`src/hw/rtl/tcgl_pkg.sv`:
```
// Shared types and constants for the text cursor glyph layout unit.
package tcgl_pkg;

	localparam int unsigned CoordW    = 12;
	localparam int unsigned AddrW     = 21;
	localparam int unsigned ColorW    = 24;
	localparam int unsigned CmdDepth  = 4;
	localparam int unsigned ResDepth  = 2;

	localparam logic [CoordW-1:0] CoordMax     = 12'd4095;
	localparam logic [CoordW-1:0] LineStep     = 12'd16;
	localparam logic [CoordW-1:0] AsciiAdvance = 12'd8;
	localparam logic [CoordW-1:0] GbkAdvance   = 12'd16;
	localparam logic [CoordW-1:0] WidthReset   = 12'd480;
	localparam logic [CoordW-1:0] HeightReset  = 12'd272;
	localparam logic [CoordW:0]   BottomMargin = 13'd10;
	localparam logic [AddrW-1:0]  GbkBase      = 21'h100000;
	localparam logic [7:0]        GbkLeadBase  = 8'h81;
	localparam logic [7:0]        GbkPerRow    = 8'd190;

	localparam logic [7:0] ByteNul      = 8'h00;
	localparam logic [7:0] ByteLf       = 8'h0a;
	localparam logic [7:0] ByteCr       = 8'h0d;
	localparam logic [7:0] ByteDel      = 8'h7f;
	localparam logic [7:0] ByteHiBase   = 8'h80;
	localparam logic [7:0] TrailLow     = 8'h40;
	localparam logic [7:0] TrailHigh    = 8'hfe;
	localparam logic [7:0] TrailHiShift = 8'h41;

	// APB register map
	localparam int unsigned PaddrW   = 3;
	localparam logic        RegWidth  = 1'b0;
	localparam logic        RegHeight = 1'b1;

	typedef enum logic [2:0] {
		OP_NONE  = 3'd0,
		OP_LF    = 3'd1,
		OP_CR    = 3'd2,
		OP_ASCII = 3'd3,
		OP_GBK   = 3'd4
	} op_t;

	typedef struct packed {
		logic [7:0]        text_byte;
		logic              first_of_string;
		logic [CoordW-1:0] start_x;
		logic [CoordW-1:0] start_y;
		logic [ColorW-1:0] ink_color;
	} item_t;

	typedef struct packed {
		logic              glyph_kind;
		logic [CoordW-1:0] glyph_x;
		logic [CoordW-1:0] glyph_y;
		logic [AddrW-1:0]  font_address;
		logic [ColorW-1:0] glyph_color;
	} result_t;

	// One command from the classifier to the cursor engine
	typedef struct packed {
		logic              load;
		logic [CoordW-1:0] start_x;
		logic [CoordW-1:0] start_y;
		op_t               op;
		logic [AddrW-1:0]  font_address;
		logic [ColorW-1:0] color;
	} cmd_t;

	function automatic logic [CoordW-1:0] sat_add(logic [CoordW-1:0] a, logic [CoordW-1:0] b);
		logic [CoordW:0] s;
		s = {1'b0, a} + {1'b0, b};
		return (s > {1'b0, CoordMax}) ? CoordMax : s[CoordW-1:0];
	endfunction

endpackage

```
`src/hw/rtl/text_cursor_glyph_layout_unit.sv`:
```
// Text cursor glyph layout unit: top level with APB registers and queues.
// Throughput: one byte per cycle while full is low; each byte is classified on entry
// and the cursor engine retires one command per cycle from a CMD_DEPTH-entry queue,
// held while a glyph meets a full result queue, which holds glyphs until popped.
// Reset: cursor, pending lead and suppression cleared, screen 480x272, queues empty.
module text_cursor_glyph_layout_unit import tcgl_pkg::*; #(
	parameter int unsigned CMD_DEPTH = CmdDepth,
	parameter int unsigned RES_DEPTH = ResDepth
) (
	input  logic              clk,
	input  logic              arst_n,
	input  logic              push,
	output logic              full,
	input  item_t             item,
	output logic              empty,
	input  logic              pop,
	output result_t           result,
	input  logic              psel,
	input  logic              penable,
	input  logic              pwrite,
	input  logic [PaddrW-1:0] paddr,
	input  logic [31:0]       pwdata,
	output logic [31:0]       prdata,
	output logic              pready
);

	logic [CoordW-1:0] width_q, height_q;
	logic              accept, cfg_wr;
	logic              cmd_valid, cmd_pop, cmd_empty;
	cmd_t              cmd_in, cmd_head;
	logic              res_push, res_full;
	result_t           res_in;

	assign pready = 1'b1;
	assign cfg_wr = psel && penable && pwrite && pready;
	assign prdata = (paddr[2] == RegHeight) ? {20'b0, height_q} : {20'b0, width_q};

	always_ff @(posedge clk or negedge arst_n) begin
		if (!arst_n) begin
			width_q  <= WidthReset;
			height_q <= HeightReset;
		end else if (cfg_wr) begin
			if (paddr[2] == RegWidth) begin
				width_q <= pwdata[CoordW-1:0];
			end else begin
				height_q <= pwdata[CoordW-1:0];
			end
		end
	end

	assign accept = push && !full;

	tcgl_front u_front (
		.clk           (clk),
		.arst_n        (arst_n),
		.accept        (accept),
		.item          (item),
		.screen_height (height_q),
		.cmd_valid     (cmd_valid),
		.cmd           (cmd_in)
	);

	tcgl_fifo #(
		.DEPTH   (CMD_DEPTH),
		.entry_t (cmd_t)
	) u_cmd_fifo (
		.clk     (clk),
		.arst_n  (arst_n),
		.wr_en   (cmd_valid),
		.wr_data (cmd_in),
		.rd_en   (cmd_pop),
		.rd_data (cmd_head),
		.full    (full),
		.empty   (cmd_empty)
	);

	tcgl_back u_back (
		.clk          (clk),
		.arst_n       (arst_n),
		.cmd_empty    (cmd_empty),
		.cmd          (cmd_head),
		.res_full     (res_full),
		.screen_width (width_q),
		.cmd_pop      (cmd_pop),
		.res_push     (res_push),
		.res          (res_in)
	);

	tcgl_fifo #(
		.DEPTH   (RES_DEPTH),
		.entry_t (result_t)
	) u_res_fifo (
		.clk     (clk),
		.arst_n  (arst_n),
		.wr_en   (res_push),
		.wr_data (res_in),
		.rd_en   (pop),
		.rd_data (result),
		.full    (res_full),
		.empty   (empty)
	);

endmodule

```
`src/hw/rtl/tcgl_fifo.sv`:
```
// Small synchronous queue used between the classifier, the cursor engine and the result port.
module tcgl_fifo import tcgl_pkg::*; #(
	parameter int unsigned DEPTH = CmdDepth,
	parameter type entry_t = cmd_t
) (
	input  logic   clk,
	input  logic   arst_n,
	input  logic   wr_en,
	input  entry_t wr_data,
	input  logic   rd_en,
	output entry_t rd_data,
	output logic   full,
	output logic   empty
);

	localparam int unsigned AW = (DEPTH > 1) ? $clog2(DEPTH) : 1;
	localparam int unsigned CW = $clog2(DEPTH + 1);
	localparam logic [AW-1:0] LastPtr = AW'(DEPTH - 1);
	localparam logic [CW-1:0] FullCnt = CW'(DEPTH);

	entry_t        entries_q [DEPTH];
	logic [AW-1:0] wr_ptr_q, rd_ptr_q;
	logic [CW-1:0] count_q;
	logic          do_wr, do_rd;

	assign full    = (count_q == FullCnt);
	assign empty   = (count_q == '0);
	assign do_wr   = wr_en && !full;
	assign do_rd   = rd_en && !empty;
	assign rd_data = entries_q[rd_ptr_q];

	always_ff @(posedge clk) begin
		if (do_wr) begin
			entries_q[wr_ptr_q] <= wr_data;
		end
	end

	always_ff @(posedge clk or negedge arst_n) begin
		if (!arst_n) begin
			wr_ptr_q <= '0;
			rd_ptr_q <= '0;
			count_q  <= '0;
		end else begin
			if (do_wr) begin
				wr_ptr_q <= (wr_ptr_q == LastPtr) ? '0 : wr_ptr_q + 1'b1;
			end
			if (do_rd) begin
				rd_ptr_q <= (rd_ptr_q == LastPtr) ? '0 : rd_ptr_q + 1'b1;
			end
			if (do_wr && !do_rd) begin
				count_q <= count_q + 1'b1;
			end else if (do_rd && !do_wr) begin
				count_q <= count_q - 1'b1;
			end
		end
	end

endmodule

```
`src/hw/rtl/tcgl_front.sv`:
```
// Byte classifier: string start, suppression, GBK pairing and font address.
module tcgl_front import tcgl_pkg::*; (
	input  logic              clk,
	input  logic              arst_n,
	input  logic              accept,
	input  item_t             item,
	input  logic [CoordW-1:0] screen_height,
	output logic              cmd_valid,
	output cmd_t              cmd
);

	logic       pending_q;
	logic [7:0] lead_q;
	logic       suppressed_q;

	logic       susp_new, susp_eff, pend_eff;
	logic       pend_n;
	logic [7:0] b;
	logic       trail_ok;
	logic [6:0] row;
	logic [7:0] col;
	logic [14:0] gbk_idx;
	op_t        op;

	assign b        = item.text_byte;
	assign susp_new = ({1'b0, item.start_y} + BottomMargin) > {1'b0, screen_height};
	assign susp_eff = item.first_of_string ? susp_new : suppressed_q;
	assign pend_eff = item.first_of_string ? 1'b0 : pending_q;
	assign trail_ok = (b >= TrailLow) && (b <= TrailHigh) && (b != ByteDel);
	// lead is always 0x81..0xFF, so the row fits in 7 bits
	assign row      = 7'(lead_q - GbkLeadBase);
	assign col      = (b > ByteDel) ? (b - TrailHiShift) : (b - TrailLow);
	// largest index is 126 * 190 + 189, inside 15 bits
	assign gbk_idx  = 15'(row) * 15'(GbkPerRow) + 15'(col);

	always_comb begin
		op     = OP_NONE;
		pend_n = pend_eff;
		if (!susp_eff) begin
			if (pend_eff) begin
				pend_n = 1'b0;
				if (trail_ok) begin
					op = OP_GBK;
				end
			end else if (b == ByteNul || b == ByteHiBase) begin
				op = OP_NONE;
			end else if (b > ByteHiBase) begin
				pend_n = 1'b1;
			end else if (b == ByteLf) begin
				op = OP_LF;
			end else if (b == ByteCr) begin
				op = OP_CR;
			end else begin
				op = OP_ASCII;
			end
		end
	end

	always_comb begin
		cmd.load         = item.first_of_string;
		cmd.start_x      = item.start_x;
		cmd.start_y      = item.start_y;
		cmd.op           = op;
		cmd.color        = item.ink_color;
		cmd.font_address = (op == OP_GBK) ? (GbkBase | {1'b0, gbk_idx, 5'b0})
		                                  : {9'b0, b, 4'b0};
	end

	assign cmd_valid = accept && (item.first_of_string || op != OP_NONE);

	always_ff @(posedge clk or negedge arst_n) begin
		if (!arst_n) begin
			pending_q    <= 1'b0;
			lead_q       <= '0;
			suppressed_q <= 1'b0;
		end else if (accept) begin
			if (item.first_of_string) begin
				suppressed_q <= susp_new;
			end
			if (!susp_eff) begin
				pending_q <= pend_n;
				if (!pend_eff && b > ByteHiBase) begin
					lead_q <= b;
				end
			end else if (item.first_of_string) begin
				pending_q <= 1'b0;
			end
		end
	end

endmodule

```
`src/hw/rtl/tcgl_back.sv`:
```
// Cursor engine: wrap, newline, carriage return and glyph placement.
module tcgl_back import tcgl_pkg::*; (
	input  logic              clk,
	input  logic              arst_n,
	input  logic              cmd_empty,
	input  cmd_t              cmd,
	input  logic              res_full,
	input  logic [CoordW-1:0] screen_width,
	output logic              cmd_pop,
	output logic              res_push,
	output result_t           res
);

	logic [CoordW-1:0] cx_q, cy_q;
	logic [CoordW-1:0] cx0, cy0, cx_n, cy_n, gx, gy, adv;
	logic              is_glyph, wrap;

	assign cx0      = cmd.load ? cmd.start_x : cx_q;
	assign cy0      = cmd.load ? cmd.start_y : cy_q;
	assign wrap     = cx0 > screen_width;
	assign gx       = wrap ? '0 : cx0;
	assign gy       = wrap ? sat_add(cy0, LineStep) : cy0;
	assign is_glyph = (cmd.op == OP_ASCII) || (cmd.op == OP_GBK);
	assign adv      = (cmd.op == OP_GBK) ? GbkAdvance : AsciiAdvance;

	assign cmd_pop  = !cmd_empty && (!is_glyph || !res_full);
	assign res_push = cmd_pop && is_glyph;

	always_comb begin
		cx_n = cx0;
		cy_n = cy0;
		unique case (cmd.op)
			OP_LF: begin
				cy_n = sat_add(cy0, LineStep);
			end
			OP_CR: begin
				cx_n = '0;
			end
			OP_ASCII, OP_GBK: begin
				cx_n = sat_add(gx, adv);
				cy_n = gy;
			end
			default: begin
				cx_n = cx0;
			end
		endcase
	end

	always_comb begin
		res.glyph_kind   = (cmd.op == OP_GBK);
		res.glyph_x      = gx;
		res.glyph_y      = gy;
		res.font_address = cmd.font_address;
		res.glyph_color  = cmd.color;
	end

	always_ff @(posedge clk or negedge arst_n) begin
		if (!arst_n) begin
			cx_q <= '0;
			cy_q <= '0;
		end else if (cmd_pop) begin
			cx_q <= cx_n;
			cy_q <= cy_n;
		end
	end

endmodule

```
`config.mk`:
```
export PLATFORM = sky130hd
export DESIGN_NAME = text_cursor_glyph_layout_unit
export DESIGN_NICKNAME = d
export VERILOG_FILES = /design/src/hw/rtl/tcgl_pkg.sv /design/src/hw/rtl/text_cursor_glyph_layout_unit.sv /design/src/hw/rtl/tcgl_fifo.sv /design/src/hw/rtl/tcgl_front.sv /design/src/hw/rtl/tcgl_back.sv
export SDC_FILE = /design/constraint.sdc
export NUM_CORES = 1
export LEC_CHECK = 0
export BUFFER_PORTS_ARGS = -buffer_cell sky130_fd_sc_hd__buf_2
export CAP_MARGIN = 20
export CORE_MARGIN = 8
export CORE_UTILIZATION = 40
export DETAILED_ROUTE_END_ITERATION = 6
export RECOVER_POWER = 100
export SYNTH_ARGS = -nofsm -noshare
export SYNTH_HDL_FRONTEND = slang
export SYNTH_SLANG_ARGS = --single-unit
```
`constraint.sdc`:
```
create_clock -name clk -period 11.1 [get_ports clk]
set_input_delay 2.22 -clock clk [delete_from_list [all_inputs] [get_ports clk]]
set_output_delay 2.22 -clock clk [all_outputs]
set_load 0.1 [all_outputs]
```
======== After elaboration in Yosys (flattened, before gate mapping) ========
Memories as Yosys holds them, arrays and structs flattened.
Index checks and enable logic that the tools add are counted.
cells by class
  add/sub/neg operators ................... 15
  multipliers ............................. 1
  order comparisons ....................... 8
  equal/unequal tests ..................... 13
  multiplexer cells ....................... 37
  bitwise operators ....................... 2
  reductions and logical operators ........ 41
operators with widths
  cell                                                             count
  two-way mux 12 bit                                               7
  case mux 12 bit (2 select lines)                                 2
  greater-than comparator 13 x 12 -> 1 bit, second input constant  2
  two-way mux 3 bit                                                8
  two-way mux 21 bit                                               1
  logical AND 1 bit                                                17
  equality test 8 x 4 -> 1 bit, second input constant              2
  subtractor 8 x 7 -> 8 bit, second input constant                 2
  adder 15 x 8 -> 15 bit                                           1
  multiplier 7 x 7 -> 14 bit, second input constant                1
  adder 12 x 12 -> 13 bit                                          1
  adder 12 x 4 -> 13 bit, second input constant                    1
  adder 12 x 5 -> 13 bit, second input constant                    1
  greater-than comparator 13 x 12 -> 1 bit                         1
  two-way mux 1 bit                                                13
  greater-than comparator 12 bit                                   1
  logical NOT 1 bit                                                10
  equality test 3 bit, second input constant                       3
  equality test 8 bit, second input constant                       1
  >= comparator 8 x 7 -> 1 bit, second input constant              1
  greater-than comparator 8 x 7 -> 1 bit, second input constant    1
  greater-than comparator 8 bit, second input constant             1
  less-or-equal comparator 8 bit, second input constant            1
  logical NOT 8 bit                                                1
  other kinds (22)                                                 37
storage, ports and cells
  register bits after elaboration ......... 68
  memory bits (writable) .................. 432
  bits of input ports ..................... 99
  output and inout bits ................... 105
  memories ................................ 2
memory list
  memory                depth  width  rd ports  clocked after memory_dff  wr ports  RTL line         RTL
  u_cmd_fifo.entries_q  4      73     1         0                         1         tcgl_fifo.sv:21  entry_t entries_q [DEPTH];
  u_res_fifo.entries_q  2      70     1         0                         1         tcgl_fifo.sv:21

======== Longest topological paths before layout ========
  depth in word-level cells ............... 15
  gate-level depth with buffers ........... 25
  depth with buffers taken out ............ 23

======== Cells and area by module ========
From an unflattened synthesis, not the netlist that was laid out.
unflattened totals
  cells, all modules ...................... 1558
  area total of the unflattened synthesis .. 24308.3 um^2
by module, submodules not included
  module                         instances  cells each  area each (um^2)
  tcgl_fifo at u_cmd_fifo        1          418         10980.5
  tcgl_fifo at u_res_fifo        1          237         5599.1
  tcgl_front                     1          439         3500.9
  tcgl_back                      1          375         2941.6
  text_cursor_glyph_layout_unit  1          89          1286.2

======== Least setup slack after synthesis ========
Ideal clock, no wire load.
  path type ............................... flip-flop to flip-flop
  start point ............................. reg u_cmd_fifo.rd_ptr_q[1]
  end point ............................... mem u_res_fifo.entries_q[0][0] (netlist bit), enable pin
  library setup time ...................... 0.571 ns
  arrival time ............................ 6.761 ns
  setup slack ............................. 3.768 ns
  cell stages (with the launch flop) ...... 11
  path buffers ............................ 4
  cells stage by stage .................... dfrtp_1 > clkbuf_1 > buf_2 > buf_2 > mux4_2 > nor2b_1 > a21oi_1 > o32a_2 > inv_2 > buf_1 > nor3_1
between the ends
  cells in the longest elaborated chain, start to end .. 10
  elaborated cells on any way between the ends .. 11
  those cells by class .................... eq/ne: 2; mux: 2; reduce/logical: 6; memory: 1
ends and longest elaborated chain
  item                                                                 RTL line         RTL
  start, declared                                                      tcgl_fifo.sv:22  logic [AW-1:0] wr_ptr_q, rd_ptr_q;
  start signal, assigned                                               tcgl_fifo.sv:48  rd_ptr_q <= (rd_ptr_q == LastPtr) ? '0 : rd_ptr_q + 1'b1;
  memory (4 x 73 bit) *                                                -
  equality test 3 x 2 -> 1 bit or equality test 3 bit (tied branches)  tcgl_back.sv:23  assign is_glyph = (cmd.op == OP_ASCII) || (cmd.op == OP_GBK);
  logical OR 1 bit *                                                   tcgl_back.sv:23
  logical NOT 1 bit                                                    tcgl_back.sv:26  assign cmd_pop = !cmd_empty && (!is_glyph || !res_full);
  logical OR 1 bit                                                     tcgl_back.sv:26
  logical AND 1 bit                                                    tcgl_back.sv:26
  logical AND 1 bit *                                                  tcgl_back.sv:27  assign res_push = cmd_pop && is_glyph;
  logical AND 1 bit *                                                  tcgl_fifo.sv:28  assign do_wr = wr_en && !full;
  two-way mux 1 bit *                                                  tcgl_fifo.sv:33  if (do_wr) begin
  two-way mux 1 bit (implied by the code) *                            tcgl_fifo.sv:34  entries_q[wr_ptr_q] <= wr_data;
  end, declared                                                        tcgl_fifo.sv:21
Mark *: on every way between the ends. The rest lies on a longest branch, timed or not.

==> key figures <==
Finish
  • Most common cell after layout, fill and taps aside: edfxtp_1
  • P&R area growth vs syn: 12.99%
  • Share of cells above drive strength 1: about a fifth
  • Most frequent cells in the layout: edfxtp_1, clkbuf_1, inv_1, mux2_2, ha_1
  • # diodes: 0
  • NumNets Final: 1787

Clock tree
  • Worst-skew pair later-pin latency: 0.58 ns
  • # Post-CTS Setup Buffers: 0
  • CTS tree: built
  • Num CTS Buffers: 48
  • Hold buffer count at CTS: 0
  • Clock Tree Buf Depth: 3
  • Cts repair resizes: 0
  • Clk slew on worst S/H paths: 0.06 ns
  • Number of H-tree levels: 2
  • Root buf cell: clkbuf_16
  • Number of clock sinks: 476

Synth
  • Seq cells post-synth: 476
  • Mapped Cells: ~1400
  • Ys Warns: 0
  • Post-synth EDFFs: 408
  • Mapped Avg Cell Area: 15.56 sq um
  • Mapped cell area: 22010 sq um
  • Post-synthesis sequential area ratio: between 60 and 70%
  • Ys flop type: edfxtp_1
  • Post-synth cell types: 85
  • Ys async rst share: 14.29%

Placed design
  • HPWL Detailed: 31.99 mm
  • Dpl ws: 3.421 ns
  • RD Place Congestion: 0.8191
  • IO Port Bufs: 156

Hold path
  • Hold Crit Class: reg2reg

Outcome
  • Failing checks: capacitance limit, slew limit
  • Outcome: complete, but fails checks

Global route
  • Tot GR Track Use: 15.21%
  • Initial antenna violation count: 3
  • Number of global-route vias before repair: 12630
  • GRT overflow: 0
  • First-pass GRT wire length: 74.47 mm
  • Largest net degree at the start of global routing: 69

STA
  • Final setup viols: 0
  • Final hold vios: 0
  • Relative slew slack: -166.6%
  • Fmax: 123.1 MHz
  • Worst-margin pin slew: between 3 and 4 ns
  • Hold Worst Slack: between 0.4 and 0.5 ns
  • Min Tclk post-route: 8.120 ns
  • Skew final: 0.01718 ns
  • Slew Viols, Final: between 150 and 200
  • RSZ-0062 raised after global routing: no
  • Post-route worst setup slack: 2.980 ns
  • Sum Neg Setup Slack: 0 ns
  • Period utilisation layout: between 70% and 80%

Setup path
  • CP Data Arrival Time: about 8.3 ns
  • Startpoint types: register
  • Worst Path Required: 11.26 ns
  • Critical path class: reg2reg
  • Crit end category: register
  • CP max FO: 37

Die
  • Die area: approximately 63000 sq um
  • Die Span Y: 250.6 um
  • Initial Util: 40.18%
  • Boundary pin count: a little over 200
  • Horiz. Die Dim: 250.6 um
  • Row count: 86
  • Core area: 54770 sq um

Route
  • Vias: 12090
  • Antenna Nets Post-Route: 0
  • Initial DRT Pass Iterations: 4
  • DRC viols: 0
  • Vias per cell: 5.197
  • WL per Instance: 20.82 um
  • DRT iter0 DRCs: 786
  • Drt total wl: 48.43 mm

Job
  • Max Cap Violations: 4
## critical path, cell delays in order, from the launching register on
cell      delay, ns
dfrtp_1        2.00
buf_4          0.89
mux4_2         0.65
nor3b_1        0.31
a21oi_1        0.18
buf_4          0.22
o32a_1         0.89
inv_1          0.70
nor3_1         0.37
clkbuf_1       1.39
## Yosys cell counts (18+ instances only)
| master | n | area share (%) |
|---|---|---|
| buf_4 | 27 | 0.92 |
| fa_1 | 18 | 1.6 |
| mux4_2 | 69 | 7.1 |
| inv_1 | 87 | 1.5 |
| dfrtp_1 | 62 | 7.1 |
| mux2i_1 | 18 | 0.82 |
| mux2_2 | 101 | 5.2 |
| a21oi_1 | 29 | 0.66 |
| xor2_1 | 29 | 1.2 |
| nand2_1 | 68 | 1.2 |
| nor3_1 | 19 | 0.43 |
| ha_1 | 86 | 4.9 |
| nor2_1 | 79 | 1.3 |
| o21ai_0 | 50 | 1.1 |
| xnor2_1 | 26 | 1.0 |
| edfxtp_1 | 408 | 56 |
| clkbuf_1 | 22 | 0.38 |
## kinds of logic (layout without fill, tap and decap cells)
family          count (synthesis)  after routing  synth area share (%)
fa+ha+maj                     104            104                 6.527
other cells                     2             25               0.03413
flops                         476            476                 63.44
xor+xnor                       56             56                 2.263
simple gates                  251            251                 5.629
buf+inv                       163            348                 3.417
compound gates                166            166                 5.112
mux                           196            196                 13.58
## final cells by class
type / instances / area, sq um
fill: 4892 / 29910
sequential: 476 / 13960
multi-input combinational: 798 / 7346
clock buffer: 61 / 1290
tap: 704 / 880.8
timing repair buffer: 169 / 720.7
inverter: 91 / 341.6
clock inverter: 27 / 320.3
## worst paths after layout
check,start,endpoint,slack (ns),cells after the start
setup / recovery,u_cmd_fifo.rd_ptr_q[0],u_res_fifo.entries_q[0][12],2.98,9
max in group asynchronous,arst_n,u_cmd_fifo.rd_ptr_q[1],5.12,2
setup reg to reg,u_cmd_fifo.rd_ptr_q[0],u_res_fifo.entries_q[0][12],2.98,9
hold / removal,u_back.cy_q[9],u_back.cy_q[9],0.49,2
hold reg to reg,u_back.cy_q[9],u_back.cy_q[9],0.49,2
min in group asynchronous,arst_n,height_q[7],3.16,2
## per-stage QoR
stage | cells | cell area, sq um | utilization [%]
CTS | 2325 | 25070 | 45.78
finish | 2326 | 24860 | 45.40
floorplan | 1437 | 22090 | -
detailed placement | 2237 | 23460 | 42.84
global route | 2326 | 24860 | 45.40
global placement | 2237 | 23460 | 42.84
## flip-flops by register name, indices dropped and copies added, names as in the netlist, 2 cells and up
register and flops:
u_cmd_fifo.entries_q 276, u_res_fifo.entries_q 132, height_q 12, u_back.cx_q 12, u_back.cy_q 12, width_q 12, u_front.lead_q 7, u_cmd_fifo.count_q 3
u_cmd_fifo.rd_ptr_q 2, u_cmd_fifo.wr_ptr_q 2, u_res_fifo.count_q 2
## routing by layer
layer | GRT usage, % | vias up | part of all wire [%]
met5 | 0 | - | 0.017
met4 | 3.741 | 2 | 1.6
li1 | - | 5645 | -
met3 | 3.234 | 57 | 4.6
met1 | 19.53 | 6147 | 44
met2 | 26.10 | 237 | 50
Power is not shown: default switching activity piles up to over one toggle a cycle in this logic, so the estimate is an artifact.
